[src/hw/rtl/hba_pkg.sv]
// shared types and constants for the hierarchical binning accumulator
// no dependencies; used by hba_level_store, hba_update_unit and the top level
package hba_pkg;

    // default number of binning levels
    localparam int LEVELS_DEFAULT = 16;

    // field widths
    localparam int CNT_W    = 32;
    localparam int SUM_W    = 48;
    localparam int SQ_W     = 63;
    localparam int SMP_W    = 16;
    localparam int LVL_IN_W = 4;
    localparam int DEPTH_W  = 5;

    // saturation limits
    localparam logic [CNT_W-1:0] CNT_MAX = {CNT_W{1'b1}};
    localparam logic [SUM_W-1:0] SUM_MAX = {1'b0, {(SUM_W-1){1'b1}}};
    localparam logic [SUM_W-1:0] SUM_MIN = {1'b1, {(SUM_W-1){1'b0}}};
    localparam logic [SQ_W-1:0]  SQ_MAX  = {SQ_W{1'b1}};

    // item opcodes
    localparam logic OP_ADD  = 1'b0;
    localparam logic OP_READ = 1'b1;

    // statistics and held sample of one level
    typedef struct packed {
        logic [CNT_W-1:0] count;
        logic [SUM_W-1:0] sum;
        logic [SQ_W-1:0]  sq;
        logic [SMP_W-1:0] held;
        logic             held_valid;
    } hba_level_t;

    // write enables for the level store
    typedef struct packed {
        logic stats_we;
        logic sq_we;
        logic held_we;
    } hba_wr_ctl_t;

endpackage

[src/hw/rtl/hba_level_store.sv]
// per-level statistics store: one shared address, registered read, field write enables
// depends on hba_pkg
module hba_level_store #(
    parameter int LEVELS = hba_pkg::LEVELS_DEFAULT,
    parameter int LVW    = (LEVELS > 1) ? $clog2(LEVELS) : 1
) (
    input  logic                clk,
    input  logic                rst_n,
    input  logic [LVW-1:0]      addr,
    input  hba_pkg::hba_wr_ctl_t wr_ctl,
    input  hba_pkg::hba_level_t wdata,
    output hba_pkg::hba_level_t rdata
);

    hba_pkg::hba_level_t entry_reg [LEVELS];
    hba_pkg::hba_level_t rdata_reg;

    // level entries, all cleared by reset
    always_ff @(posedge clk or negedge rst_n)
    begin
        if (!rst_n)
        begin
            for (int i = 0; i < LEVELS; i++)
            begin
                entry_reg[i] <= '0;
            end
        end
        else
        begin
            if (wr_ctl.stats_we)
            begin
                entry_reg[addr].count <= wdata.count;
                entry_reg[addr].sum   <= wdata.sum;
            end
            if (wr_ctl.sq_we)
            begin
                entry_reg[addr].sq <= wdata.sq;
            end
            if (wr_ctl.held_we)
            begin
                entry_reg[addr].held       <= wdata.held;
                entry_reg[addr].held_valid <= wdata.held_valid;
            end
        end
    end

    // registered read port
    always_ff @(posedge clk)
    begin
        rdata_reg <= entry_reg[addr];
    end

    assign rdata = rdata_reg;

endmodule

[config.mk]
export PLATFORM = sky130hd
export DESIGN_NAME = hba_level_store
export DESIGN_NICKNAME = d
export VERILOG_FILES = /design/src/hw/rtl/hba_pkg.sv /design/src/hw/rtl/hba_level_store.sv
export SDC_FILE = /design/constraint.sdc
export NUM_CORES = 2
export LEC_CHECK = 0
export BUFFER_PORTS_ARGS = -buffer_cell sky130_fd_sc_hd__buf_2
export CAP_MARGIN = 20
export CORE_MARGIN = 2
export CORE_UTILIZATION = 33
export DETAILED_ROUTE_END_ITERATION = 8
export HOLD_SLACK_MARGIN = 0.03
export SETUP_SLACK_MARGIN = 0.02
export SYNTH_ARGS = -nofsm -noshare
export SYNTH_HDL_FRONTEND = slang
export SYNTH_SLANG_ARGS = --single-unit
[constraint.sdc]
create_clock -name clk -period 1.63 [get_ports clk]
set_input_delay 0.0815 -clock clk [delete_from_list [all_inputs] [get_ports clk]]
set_output_delay 0.0815 -clock clk [all_outputs]
set_load 0.005 [all_outputs]
==> results.md <==
Outcome:
- The flow ran to the end, and the final reports show no timing, DRC or antenna violations.

Floorplanning:
- The die covers 359,000 um^2.
- The floorplan step set the die width to 599 um.
- For this configuration, the core starts out at a cell density of 0.331.
- During I/O placement, the number of pins put on the boundary was ~330.
- The floorplan has between 200 and 250 rows.
- After floorplanning, the core was sized to cover 353,000 um^2.
- The die height is 599 um.

Worst setup path:
- The logic depth of the worst register-to-register path is 3.
- For flop-to-flop paths, the worst setup slack is 170 ps.
- On the critical path the largest part of the delay comes from buffers and inverters.
- STA puts the critical path data required time at 2420 ps.
- The worst setup path category is in -> reg.
- STA classifies the critical path startpoint as an input pin.
- The library cell appearing most often on the critical path is sky130_fd_sc_hd__dlygate4sd3_1.
- The maximum single-stage delay on the critical path is 600 ps.
- The timing startpoint of the critical path is wr_ctl[0].
- The number of buffers and inverters on the critical path is 4.
- The maximum net fanout on the critical path is 17.
- The slowest library cell on the worst path is sky130_fd_sc_hd__dlygate4sd3_1.
- The critical path data arrival time is 2380 ps.
- The worst setup path is captured at a flop.
- The capture instance of the worst register-to-register path is rdata[23].
- Traced cell by cell, the critical path runs through dlygate4sd3_1 -> clkbuf_4 -> nand3_4 -> nor2_4 -> buf_12 -> mux2_1 -> dlygate4sd3_1.
- The startpoint of the most critical register-to-register path is entry_reg[1943].

Logic synthesis:
- Of the post-synthesis cell area, the dominant cell type holds 0.548.
- The number of synthesized register bits is roughly 2,700.
- The post-synthesis net count is 7,261.
- The mapped netlist covers 117,000 um^2.
- Ranked by total cell area, the synthesized netlist is headed by sky130_fd_sc_hd__dfrtp_1 (55%), sky130_fd_sc_hd__mux2_2 (22%), sky130_fd_sc_hd__mux4_2 (12%).
- The synthesized instance count is about 7,100.
- The distinct cell type count of the synthesized netlist is 27.
- Yosys printed 0 warnings.
- The cell taking the most area after synthesis is sky130_fd_sc_hd__dfrtp_1.
- For this run, the register share of the synthesized area comes to 0.575.
- A synthesized cell averages 16.5 um^2.

Clock network:
- The clock passes through at most 4 buffers.
- After clock tree synthesis, the clock-pin slew on the worst setup and hold paths is 60 ps.
- The tree built by TritonCTS fans out to 2,720 sinks.
- The clock latency reported for the late side of the worst-skew pair is 910 ps.
- The CTS tree is yes.
- The post-CTS setup repair buffer count is 0.
- The clock buffer count from CTS is 311.
- The H-tree generated during clock tree synthesis spans 5 levels.
- The clock root buffer master is sky130_fd_sc_hd__clkbuf_16.

Routing:
- The DRC violation total after the first TritonRoute iteration is 3,908.
- In the routed layout, each cell is associated on average with a via count of roughly 5.2.
- For this block, wires on met1 add up to ~140 mm.
- The detail route stage leaves a number of antenna-violating nets equal to 0.
- The residual DRC count is 0.
- The post-detailed-route wirelength per cell is between 20 and 30 um.
- The first-pass detailed-route iteration total is 5.
- The met2 layer wire length in the routed design is 164 mm.
- Routed signal wires occupy layers up through met5.
- The total length of routed wires is 329 mm.
- The met3 wire length is roughly 12 mm.
- Detailed routing inserted a total of 67,200 vias.

GRT:
- The first-pass GRT wire length is 500 mm.
- For this run, the total global-route usage over all layers was measured as 0.184.
- The largest net degree at the start of global routing is 122.
- Global routing finished with a remaining overflow of 0.
- The initial antenna violation count was 46.
- The via count of the first global-routing pass is 74,100.

Timing:
- The final count of pins violating max slew came to 0.
- The fmax is between 0.6 and 0.7 GHz.
- Headroom to the max-slew limit came out at 0.493.
- The final number of hold-violating endpoints was 0.
- The final setup skew is approximately 70 ps.
- The slew at the pin closest to its max-slew limit is 758 ps.
- Final hold analysis gives a worst-case slack of 84.1 ps.
- The count of endpoints failing setup in the final report is 0.
- The final period demand of the worst path is ~1600 ps.
- Setup repair after global routing could not meet its margin everywhere.
- Dividing the final minimum period by the clock period gives 0.976.

Min path:
- The worst hold path passes through 5 cells.
- The worst hold path terminates at entry_reg[2110].
- The startpoint of the tightest hold check path is addr[3].
- The class of the worst hold path is in -> reg.

Final layout:
- The register with the most flip-flops in the layout has 2,560 of them.
- The number of nets in the layout is 8,138.
- The share of cells above drive strength 1 is 0.551.
- The layout-stage area growth over the synthesis result is 23.1%.
- The non-filler instance count after layout is between 10,000 and 15,000.

Job:
- The number of violations of the max-capacitance limit is 0.

Placed design:
- The cell count after placement is 12,200.
- The detailed placer's ending HPWL is 212 mm.
- The total of buffers placed on input and output ports is 328.
- The routability-driven placement congestion ratio is between 0.7 and 0.8.

Power:
- Of the total power, the share spent switching nets is 0.255.
- The peak ir drop on the vdd network is 0.982 mV.
- The power per standard cell area is 1360 nW/um^2.
- The power after layout is 195 mW.
- The power dissipated by switching net loads is 49.7 mW.
- The leakage dissipation is 61.2 nW.
- Of the total power, the clock network draws 0.364.
- The share of total power in combinational logic is 0.164.
- Internal power comes to between 100 and 150 mW.
- The share of power burned in registers is 0.472.
## per-stage QoR
step / setup slack, ps / TNS [ps] / cell area [um^2] / util
2_1_floorplan: -22.7 / -2610 / 117000 / -
3_3_place_gp: -465 / -478950 / 131000 / 0.372
3_5_place_dp: -412 / -487410 / 131000 / 0.372
4_1_cts: -46.8 / -244 / 144000 / 0.408
5_1_grt: -24.7 / -24.7 / 144000 / 0.408
6_report: 39.4 / 0 / 144000 / 0.408
## synthesized netlist by cell type (all sizes together)
| master | count |
|---|---|
| buf | 381 |
| a22oi | 320 |
| mux2 | 2560 |
| or2 | 1 |
| and2b | 1 |
| nand2b | 2 |
| dfxtp | 160 |
| dfrtp | 2560 |
| nand4 | 3 |
| nor2b | 3 |
| nand3b | 6 |
| nor2 | 38 |
| mux4 | 640 |
| nand2 | 161 |
| and2 | 1 |
| nand3 | 12 |
| clkbuf | 243 |
## power by group through the flow
stage	registers [mW]	logic (mW)	clock network, mW
4_1_cts	92.1	32.5	72.8
5_1_grt	93.8	34.8	75.7
2_1_floorplan	89.3	22.9	0
3_3_place_gp	92.0	30.5	0
3_5_place_dp	93.0	31.7	0
6_report	92.0	32.0	71.0
## cells by family after synthesis
| family | Yosys count | synth area share |
|---|---|---|
| AO/OA/AOI/OAI | 320 | 0.0206 |
| buffers and inverters | 624 | 0.0241 |
| flip-flops | 2720 | 0.575 |
| multiplexers | 3200 | 0.370 |
| AND/OR/NAND/NOR | 228 | 0.00994 |
## cells in the final DEF, fill, tap and decap left out, types with 96 or more instances in the layout
master	synthesis	layout
sky130_fd_sc_hd__mux4_2	640	640
sky130_fd_sc_hd__buf_12	0	341
sky130_fd_sc_hd__dfrtp_1	2560	2560
sky130_fd_sc_hd__dfxtp_1	160	96
sky130_fd_sc_hd__clkbuf_16	0	312
sky130_fd_sc_hd__a22oi_1	320	320
sky130_fd_sc_hd__dlygate4sd3_1	0	198
sky130_fd_sc_hd__buf_4	16	321
sky130_fd_sc_hd__mux2_2	2309	2309
sky130_fd_sc_hd__nand2_1	160	160
sky130_fd_sc_hd__buf_2	336	306
sky130_fd_sc_hd__mux2_1	251	251
## timing repair
item	CTS	global route
resized for setup	115	7
endpoints found under the hold margin	5145	0
hold buffers	204	0
pin swaps	0	0
endpoints found under the setup margin	66	48
## layer usage
layer	track usage	vias up
met3	0.0231	533
met4	0.0556	20
met5	0	-
met1	0.247	36900
li1	-	28400
met2	0.310	1303
## layout make-up
| type | count | area [um^2] |
|---|---|---|
| Clock inverter | 104 | 1440 |
| Antenna cell | 16 | 40.0 |
| Fill cell | 31600 | 209000 |
| Clock buffer | 469 | 9030 |
| Multi-Input combinational cell | 3748 | 47000 |
| Sequential cell | 2720 | 67400 |
| Timing Repair Buffer | 1188 | 13000 |
| Tap cell | 4730 | 5920 |
## worst max-delay path by stage
stage	to	slack (ps)	cells after the start
final	entry_reg[487]	40	7
after global routing	rdata[134]	-20	1
after CTS	rdata[134]	-50	1
after detailed placement	rdata[126]	-410	6
after global placement	rdata[83]	-470	6
after floorplan	rdata[44]	-20	6
## worst min-delay path, cell delays in order
cell and delay (ps):
sky130_fd_sc_hd__buf_2 200, sky130_fd_sc_hd__nor2_4 60, sky130_fd_sc_hd__buf_12 150, sky130_fd_sc_hd__nand3_4 250, sky130_fd_sc_hd__mux2_2 200
(Power assumes the default switching activity.)
