[config.mk]
export PLATFORM = sky130hd
export DESIGN_NAME = hba_update_unit
export DESIGN_NICKNAME = d
export VERILOG_FILES = /design/src/hw/rtl/hba_pkg.sv /design/src/hw/rtl/hba_update_unit.sv
export SDC_FILE = /design/constraint.sdc
export NUM_CORES = 1
export LEC_CHECK = 0
export ABC_AREA = 1
export BUFFER_PORTS_ARGS = -buffer_cell sky130_fd_sc_hd__buf_2
export CORE_MARGIN = 2
export CORE_UTILIZATION = 60
export DETAILED_ROUTE_END_ITERATION = 16
export PLACE_DENSITY = 0.92
export SETUP_SLACK_MARGIN = 0.05
export SLEW_MARGIN = 5
export SYNTH_ARGS = -nofsm -noshare
export SYNTH_HDL_FRONTEND = slang
export SYNTH_SLANG_ARGS = --single-unit
export TNS_END_PERCENT = 30
[constraint.sdc]
create_clock -name clk -period 7.8 [get_ports clk]
set_clock_uncertainty 0.1 [all_clocks]
set_input_delay 0.39 -clock clk [delete_from_list [all_inputs] [get_ports clk]]
set_output_delay 0.39 -clock clk [all_outputs]
set_load 0.02 [all_outputs]
[src/hw/rtl/hba_pkg.sv]
// shared types and constants for the hierarchical binning accumulator
// no dependencies; used by hba_level_store, hba_update_unit and the top level
package hba_pkg;

    // default number of binning levels
    localparam int LEVELS_DEFAULT = 16;

    // field widths
    localparam int CNT_W    = 32;
    localparam int SUM_W    = 48;
    localparam int SQ_W     = 63;
    localparam int SMP_W    = 16;
    localparam int LVL_IN_W = 4;
    localparam int DEPTH_W  = 5;

    // saturation limits
    localparam logic [CNT_W-1:0] CNT_MAX = {CNT_W{1'b1}};
    localparam logic [SUM_W-1:0] SUM_MAX = {1'b0, {(SUM_W-1){1'b1}}};
    localparam logic [SUM_W-1:0] SUM_MIN = {1'b1, {(SUM_W-1){1'b0}}};
    localparam logic [SQ_W-1:0]  SQ_MAX  = {SQ_W{1'b1}};

    // item opcodes
    localparam logic OP_ADD  = 1'b0;
    localparam logic OP_READ = 1'b1;

    // statistics and held sample of one level
    typedef struct packed {
        logic [CNT_W-1:0] count;
        logic [SUM_W-1:0] sum;
        logic [SQ_W-1:0]  sq;
        logic [SMP_W-1:0] held;
        logic             held_valid;
    } hba_level_t;

    // write enables for the level store
    typedef struct packed {
        logic stats_we;
        logic sq_we;
        logic held_we;
    } hba_wr_ctl_t;

endpackage

[src/hw/rtl/hba_update_unit.sv]
// shared arithmetic unit: registered square, saturating count/sum/square updates, half-sum
// depends on hba_pkg
module hba_update_unit (
    input  logic                       clk,
    input  logic                       sq_load,
    input  logic [hba_pkg::SMP_W-1:0]  value,
    input  hba_pkg::hba_level_t        cur,
    output hba_pkg::hba_level_t        upd,
    output logic [hba_pkg::SMP_W-1:0]  half
);

    logic [2*hba_pkg::SMP_W-1:0] sq_reg;
    logic [2*hba_pkg::SMP_W-1:0] sq_next;
    logic [hba_pkg::SUM_W:0]     sum_wide;
    logic [hba_pkg::SQ_W:0]      sq_wide;
    logic [hba_pkg::SMP_W:0]     pair_sum;

    // signed square; never negative, fits the unsigned product width
    assign sq_next = 32'($signed(value) * $signed(value));

    always_ff @(posedge clk)
    begin
        if (sq_load)
        begin
            sq_reg <= sq_next;
        end
    end

    // saturating count
    assign upd.count = (cur.count == hba_pkg::CNT_MAX) ? cur.count : cur.count + 32'd1;

    // saturating signed sum, overflow seen in the top two bits
    assign sum_wide = {cur.sum[hba_pkg::SUM_W-1], cur.sum}
                    + {{(hba_pkg::SUM_W-hba_pkg::SMP_W+1){value[hba_pkg::SMP_W-1]}}, value};

    always_comb
    begin
        if (sum_wide[hba_pkg::SUM_W] != sum_wide[hba_pkg::SUM_W-1])
        begin
            upd.sum = sum_wide[hba_pkg::SUM_W] ? hba_pkg::SUM_MIN : hba_pkg::SUM_MAX;
        end
        else
        begin
            upd.sum = sum_wide[hba_pkg::SUM_W-1:0];
        end
    end

    // saturating square sum
    assign sq_wide = {1'b0, cur.sq} + {{(hba_pkg::SQ_W-2*hba_pkg::SMP_W+1){1'b0}}, sq_reg};
    assign upd.sq  = sq_wide[hba_pkg::SQ_W] ? hba_pkg::SQ_MAX : sq_wide[hba_pkg::SQ_W-1:0];

    // held fields pass through, the sequencer picks them
    assign upd.held       = cur.held;
    assign upd.held_valid = cur.held_valid;

    // floored half-sum of the held and incoming sample
    assign pair_sum = {cur.held[hba_pkg::SMP_W-1], cur.held}
                    + {value[hba_pkg::SMP_W-1], value};
    assign half     = pair_sum[hba_pkg::SMP_W:1];

endmodule

==> run summary, run 1 <==
Status: finished, final reports clean
Ratio of final minimum period to clock period: 81.90%
Synth Area in Simple Gates: 30.82%
XOR/XNOR share of the synthesized area: 5.849%
Area growth syn-to-layout: 10.03%
Post-DRT Antenna Nets: 0
Routability cong.: 1.086
Power Total: 11.05 mW
Multi-input logic area: 0.01621 mm2
Top cells by area, synth: fa_1 23%, nand2_1 15%, inv_1 14%
First-pass iteration count of the detailed router: 6
Net Sw Power: 6.582 mW
PortBufs: 351
Worst Hold Class: in2reg
Clock share of power: 1.6%
Final core occ: 66.99%
Hold-fix buffers at CTS: 0
Post-CTS sizing: 0
Critical-path cell list: buf_2 > buf_4 > nand2_1 > inv_1 > fa_1 > inv_1 > fa_1 > inv_1 > fa_1 > inv_1 > fa_1 > inv_1 > fa_1 > inv_1 > fa_1 > inv_1 > ha_1 > nand2_1 > nor2_1 > nand2_1 > or2_2 > nand3_1 > xor2_1
CTS tree: built
Sequential area share after synthesis: 4.571%
DP HPWL: 56,650 um
Slew Viols, Final: 0
I/O Pins: 354
Combinational share of power: 91.9%
Die area: 0.03543 mm2
CP endpoint kind: flop
Clock H-tree levels: 2
Final setup vio count: 0
Initial DRC count: 1,626
Post-synth top area cell: fa_1
Number of unique standard cell types used by synthesis: 48
CP arrival: 6310 ps
Largest net degree at the start of global routing: 60
Critical Path Max Stage Delay: 590 ps
Final hold vios: 0
Largest family of logic cells by synthesized area: adder cells
Family with the most delay on the worst path: adder cells
VDD IR max: 0.6309 mV
Routed WL per cell: 16.56 um
P_leak: 12.74 nW
Critical Path Slowest Stage Cell: fa_1
Vias: 21,290
Synth Area per Inst: 6.420 um2
Slew margin rel.: 30.28%
Post-Route WL: 64,880 um
# fillers: 3,041
Initial Util: 60.88%
Post-synth EDFFs: 31
CP max FO: 32
First-pass GRT wire length: 103,700 um
Register area: 930.9 um2
Die Height: 188.2 um
Final nets: 4,070
Worst-path clk slew: 50 ps
Mapped Nets: 3,775
Ys async rst share: 0%
Fin cells: 3,918
Switching part of the total: 59.58%
Total track usage: 36.51%
Min Tclk post-route: 6388 ps
CTS buffer count: 5
Peak Freq: 156.5 MHz
Initial antenna violation count: 2
Crit path launch type: input pin
Post-synth top area share: 23.20%
Slew @ Worst Pin: 1042 ps
Congestion Overflow GR: 0
Flop pwr share: 6.4%
Cells after synthesis: 3,172
Vias in the first global route: 20,940
Row Count: 67
Pwr dens: 493.0 mW/mm2
Crit path buf inv count: 9
Largest register FFs: 31
Register bit count reported by yosys: 31
Max-cap violations: 0
Vias per cell: 5.433
Die extent in x: 188.2 um
Post-CTS setup buffers: 0
Drc violations: 0
Clock Path Buffers: 2
Root Driver: clkbuf_16
Compound-Gate Fraction of Synth Area: 8.061%
YS warnings: 0
Core box area: 0.03345 mm2
Mapped Area: 0.02036 mm2
Top cell by count, worst path: inv_1
Placed Cells: 3,908
Multiplexer share of the synthesized area: 0.05530%
RSZ-0062 raised after global routing: false
Share of layout cells above drive strength 1: 13.38%
Clk sink count: 31
Final TNS setup: 0 ps
CP Class: in2reg
Pint: 4.464 mW
WP data required: 7720 ps
Post-synth top flop: edfxtp_1
Adder-Cell Fraction of Synth Area: 34.81%
## path summary, 6_finish.rpt
path / from / to / depth (start not counted) / slack, ps
max: value[15] / sq_reg[31] / 23 / 1410
min: value[0] / sq_reg[0] / 1 / 560
## through the flow
stage	hold slack, ps	setup slack (ps)	area [um2]
floorplan	388.9	1764	20360
global route	566.4	1124	22410
CTS	539.0	1471	22400
finish	560.1	1412	22410
global placement	680.7	1399	22270
detailed placement	680.7	1160	22270
## final cells by class
cell class | count | share of cell area, %
clock inverter | 1 | 0.02234
tap | 448 | 2.502
clock buffer | 7 | 0.5919
multi-input combinational | 2332 | 72.34
sequential | 31 | 4.154
inverter | 744 | 12.46
timing repair buffer | 353 | 7.907
antenna | 2 | 0.02234
## logic make-up (layout without fill, tap and decap cells)
| logic type | count (synthesis) | in the layout |
|---|---|---|
| DFF | 31 | 31 |
| other | 0 | 2 |
| muxes | 1 | 1 |
| and+or+nand+nor | 1478 | 1478 |
| AOI/OAI and AO/OA | 292 | 292 |
| xor gates and xnor gates | 136 | 136 |
| buffers and inverters | 809 | 1105 |
| adders and majority gates | 425 | 425 |
## cell usage after synthesis (5+ instances only)
master      n
nand2_2    49
a21o_1     10
o21ai_0    86
nand4_1    46
o211ai_1    5
buf_4      17
xnor2_1    64
or2_2      14
o21ai_1     5
nand2_1   814
nor2_1    275
clkbuf_1   29
a21oi_1   134
fa_1      236
nor2_2     13
xor2_1     72
ha_1      189
nor3_1     54
a21boi_0    5
buf_6      10
inv_1     733
nand3_1   177
o21bai_1   27
inv_2      11
edfxtp_1   31
nor4_1     17
## routing by layer
| layer | GRT usage, % | routed length, um |
|---|---|---|
| met1 | 47.41 | 26200 |
| met2 | 61.18 | 29450 |
| met3 | 4.936 | 6079 |
| met4 | 15.72 | 3144 |
| met5 | 0 | 12 |
## placed cells by master, fill, tap and decap left out, types with 5 or more instances in the layout
cell and count:
a21boi_0 5, a21o_1 10, a21oi_1 134, buf_2 351, clkbuf_16 5, edfxtp_1 31
fa_1 236, ha_1 189, inv_1 733, inv_2 11, nand2_1 814, nand2_2 49
nand3_1 177, nand4_1 46, nor2_1 275, nor2_2 13, nor3_1 54, nor4_1 17
o211ai_1 5, o21ai_0 86, o21ai_1 5, o21bai_1 27, or2_2 14, xnor2_1 64
xor2_1 72
## power by group through the flow
stage	clock network, mW	logic (mW)	registers (mW)
CTS	0.181	10.1	0.711
detailed placement	0	10.0	0.713
finish	0.178	10.2	0.711
global route	0.187	11.5	0.718
global placement	0	9.75	0.710
floorplan	0	7.51	0.694
No activity file was read; power rests on OpenSTA's default activity.
==> inputs of run 2 (changes only) <==
--- a/config.mk
+++ b/config.mk
@@ -8,9 +8,9 @@
 export ABC_AREA = 1
 export BUFFER_PORTS_ARGS = -buffer_cell sky130_fd_sc_hd__buf_2
 export CORE_MARGIN = 2
-export CORE_UTILIZATION = 60
+export CORE_UTILIZATION = 54
 export DETAILED_ROUTE_END_ITERATION = 16
-export PLACE_DENSITY = 0.92
+export PLACE_DENSITY = 0.87
 export SETUP_SLACK_MARGIN = 0.05
 export SLEW_MARGIN = 5
 export SYNTH_ARGS = -nofsm -noshare
==> constraint.sdc (replaced) <==
create_clock -name clk -period 5.7 [get_ports clk]
set_clock_uncertainty 0.1 [all_clocks]
set_input_delay 0.285 -clock clk [delete_from_list [all_inputs] [get_ports clk]]
set_output_delay 0.285 -clock clk [all_outputs]
set_load 0.02 [all_outputs]
==> run 2 against run 1 <==
Cell area up 7.5%. Wire length up 4.4%. Die area up 11%. First-iteration DRC count up 3.1%. Setup slack worse by 1300 ps. Sequential cell count unchanged. Sequential share of layout area down 0.29 points. Critical path type unchanged.
==> run summary, run 2 (same netlist as run 1, synthesis figures left out) <==
Family with the most delay on the worst path: adder cells
Initial antenna violation count: 0 (-2)
Post-Route WL: 67,740 um (+4.4%)
WHS: 470.1 ps (-90.05 ps)
Root Driver: clkbuf_16
CP Class: in2reg
Min Tclk post-route: 5586 ps
Slew Viols, Final: 0 (unchanged)
PortBufs: 351 (unchanged)
Crit path launch type: input pin
First-pass GRT wire length: 105,900 um (+2.2%)
Die Height: 198.2 um (+5.3%)
Max-cap violations: 0 (unchanged)
Post-DRT Antenna Nets: 0 (unchanged)
Antenna diode count: 0 (-2)
CTS buffer count: 5 (unchanged)
Final nets: 4,235 (+4.1%)
Clk sink count: 31 (unchanged)
CP Depth: 24 (+4.3%)
Initial DRC count: 1,677 (+3.1%)
Drc violations: 0 (unchanged)
WP data required: 5630 ps (-2090 ps)
Clock Path Buffers: 2 (unchanged)
Ratio of final minimum period to clock period: 98.01%
Slew @ Worst Pin: 859.3 ps (-182.8 ps)
Share of layout cells above drive strength 1: 18.89% (+5.5 points)
Largest net degree at the start of global routing: 34 (-43%)
Routed WL per cell: 16.35 um (-1.3%)
Die area: 0.03928 mm2 (+11%)
CTS tree: built
DP HPWL: 59,210 um (+4.5%)
Critical Path Slowest Stage Cell: fa_1
Final hold vios: 0 (unchanged)
Status: finished, final reports clean
Row Count: 71 (+6.0%)
Final setup vio count: 0 (unchanged)
Initial Util: 54.45% (-6.4 points)
I/O Pins: 354 (unchanged)
Total track usage: 33.77% (-2.7 points)
# fillers: 3,384 (+11%)
Vias per cell: 5.306 (-2.4%)
Core box area: 0.03740 mm2 (+12%)
Clock H-tree levels: 2 (unchanged)
Critical path launch point: value[2]
Area growth syn-to-layout: 18.26%
Slew margin rel.: 42.27% (+12 points)
Leading cell type in the layout, fill and taps excluded: nand2_1
Largest register FFs: 31 (unchanged)
Critical-path cell list: buf_2 > buf_12 > nand2_1 > inv_1 > ha_1 > xor2_1 > fa_1 > fa_1 > inv_1 > fa_1 > fa_1 > inv_1 > fa_1 > inv_1 > ha_1 > a21oi_2 > inv_1 > a31oi_2 > buf_4 > nor2_1 > nor2_1 > o211ai_1 > nand2_1 > nand2_1
CP endpoint kind: flop
Worst Hold Class: in2out
Critical Path Max Stage Delay: 540 ps (-50 ps)
CP arrival: 5510 ps (-800 ps)
Hold-fix buffers at CTS: 0 (unchanged)
Crit path buf inv count: 8 (-1)
Routability cong.: 1.028 (-5.3%)
CP max FO: 14 (-56%)
Most frequent cells in the layout: 805 x nand2_1, 727 x inv_1, 346 x buf_2, 271 x nor2_1, 232 x fa_1
RSZ-0062 raised after global routing: true
Fin worst setup slack: 113.6 ps (-1298 ps)
Setup WS pre-CTS: -302.3 ps (-1462 ps)
Vias in the first global route: 21,540 (+2.9%)
Final TNS setup: 0 ps (unchanged)
CP endpoint: sq_reg[28]
Vias: 21,980 (+3.3%)
Congestion Overflow GR: 0 (unchanged)
First-pass iteration count of the detailed router: 6 (unchanged)
Worst-path clk slew: 50 ps (about the same)
Die extent in x: 198.2 um (+5.3%)
Peak Freq: 179.0 MHz
run 2: changes by cell type in the layout (fill, tap and decap cells not counted), moves of 5 or more:
| cell | before | now |
|---|---|---|
| a21oi_2 | 4 | 15 |
| nand2_1 | 814 | 805 |
| buf_12 | 0 | 6 |
| ha_1 | 189 | 179 |
| inv_1 | 733 | 727 |
| buf_4 | 2 | 160 |
| o21ai_1 | 5 | 11 |
| a21oi_1 | 134 | 123 |
| inv_2 | 11 | 16 |
| o21ai_0 | 86 | 79 |
| ha_4 | 0 | 8 |
| buf_2 | 351 | 346 |
| nor3_1 | 54 | 49 |
| nand2_2 | 49 | 58 |
run 2: layer usage:
layer	share of wire, %	routed length (um)	track usage [%]
met5	0	0	0
met4	4.0	2693	11.58
met3	8.2	5535	3.543
met2	47	31750	58.82
met1	41	27760	43.59
run 2: repair_timing:
item | 4_1_cts | 5_1_grt
buffers inserted | 0 | 7
endpoints found under the setup margin | 2 | 16
gates resized for setup | 1 | 74
pin swaps | 0 | 34
run 2: area by class of cell:
| type | count | area (um2) | area share, % |
|---|---|---|---|
| multi-input combinational | 2332 | 16470 | 68.41 |
| timing repair buffer | 518 | 3109 | 12.91 |
| inverter | 744 | 2795 | 11.61 |
| sequential | 31 | 930.9 | 3.865 |
| tap | 511 | 639.4 | 2.655 |
| clock buffer | 5 | 125.1 | 0.5195 |
| clock inverter | 2 | 8.758 | 0.03637 |
run 2: how the worst min path moves through the flow:
stage | cells after the start | slack [ps] | end | startpoint
finish | 0 | 470 | upd[0] | cur[0]
floorplan | 0 | 280 | sq_reg[0] | value[0]
detailed placement | 0 | 470 | upd[0] | cur[0]
CTS | 0 | 470 | upd[0] | cur[0]
global route | 0 | 470 | upd[0] | cur[0]
global placement | 0 | 470 | upd[0] | cur[0]
run 2: metrics by stage:
step	area (um2)	cells	utilization [%]
2_1_floorplan	20390	3172	-
3_3_place_gp	23610	4129	63.13
3_5_place_dp	23610	4129	63.13
4_1_cts	23750	4136	63.50
5_1_grt	24080	4143	64.39
6_report	24080	4143	64.39
Power of run 2 is left out: the tool's default activity adds up to more than one toggle a clock period on the data nets, which glitch-free logic cannot reach.
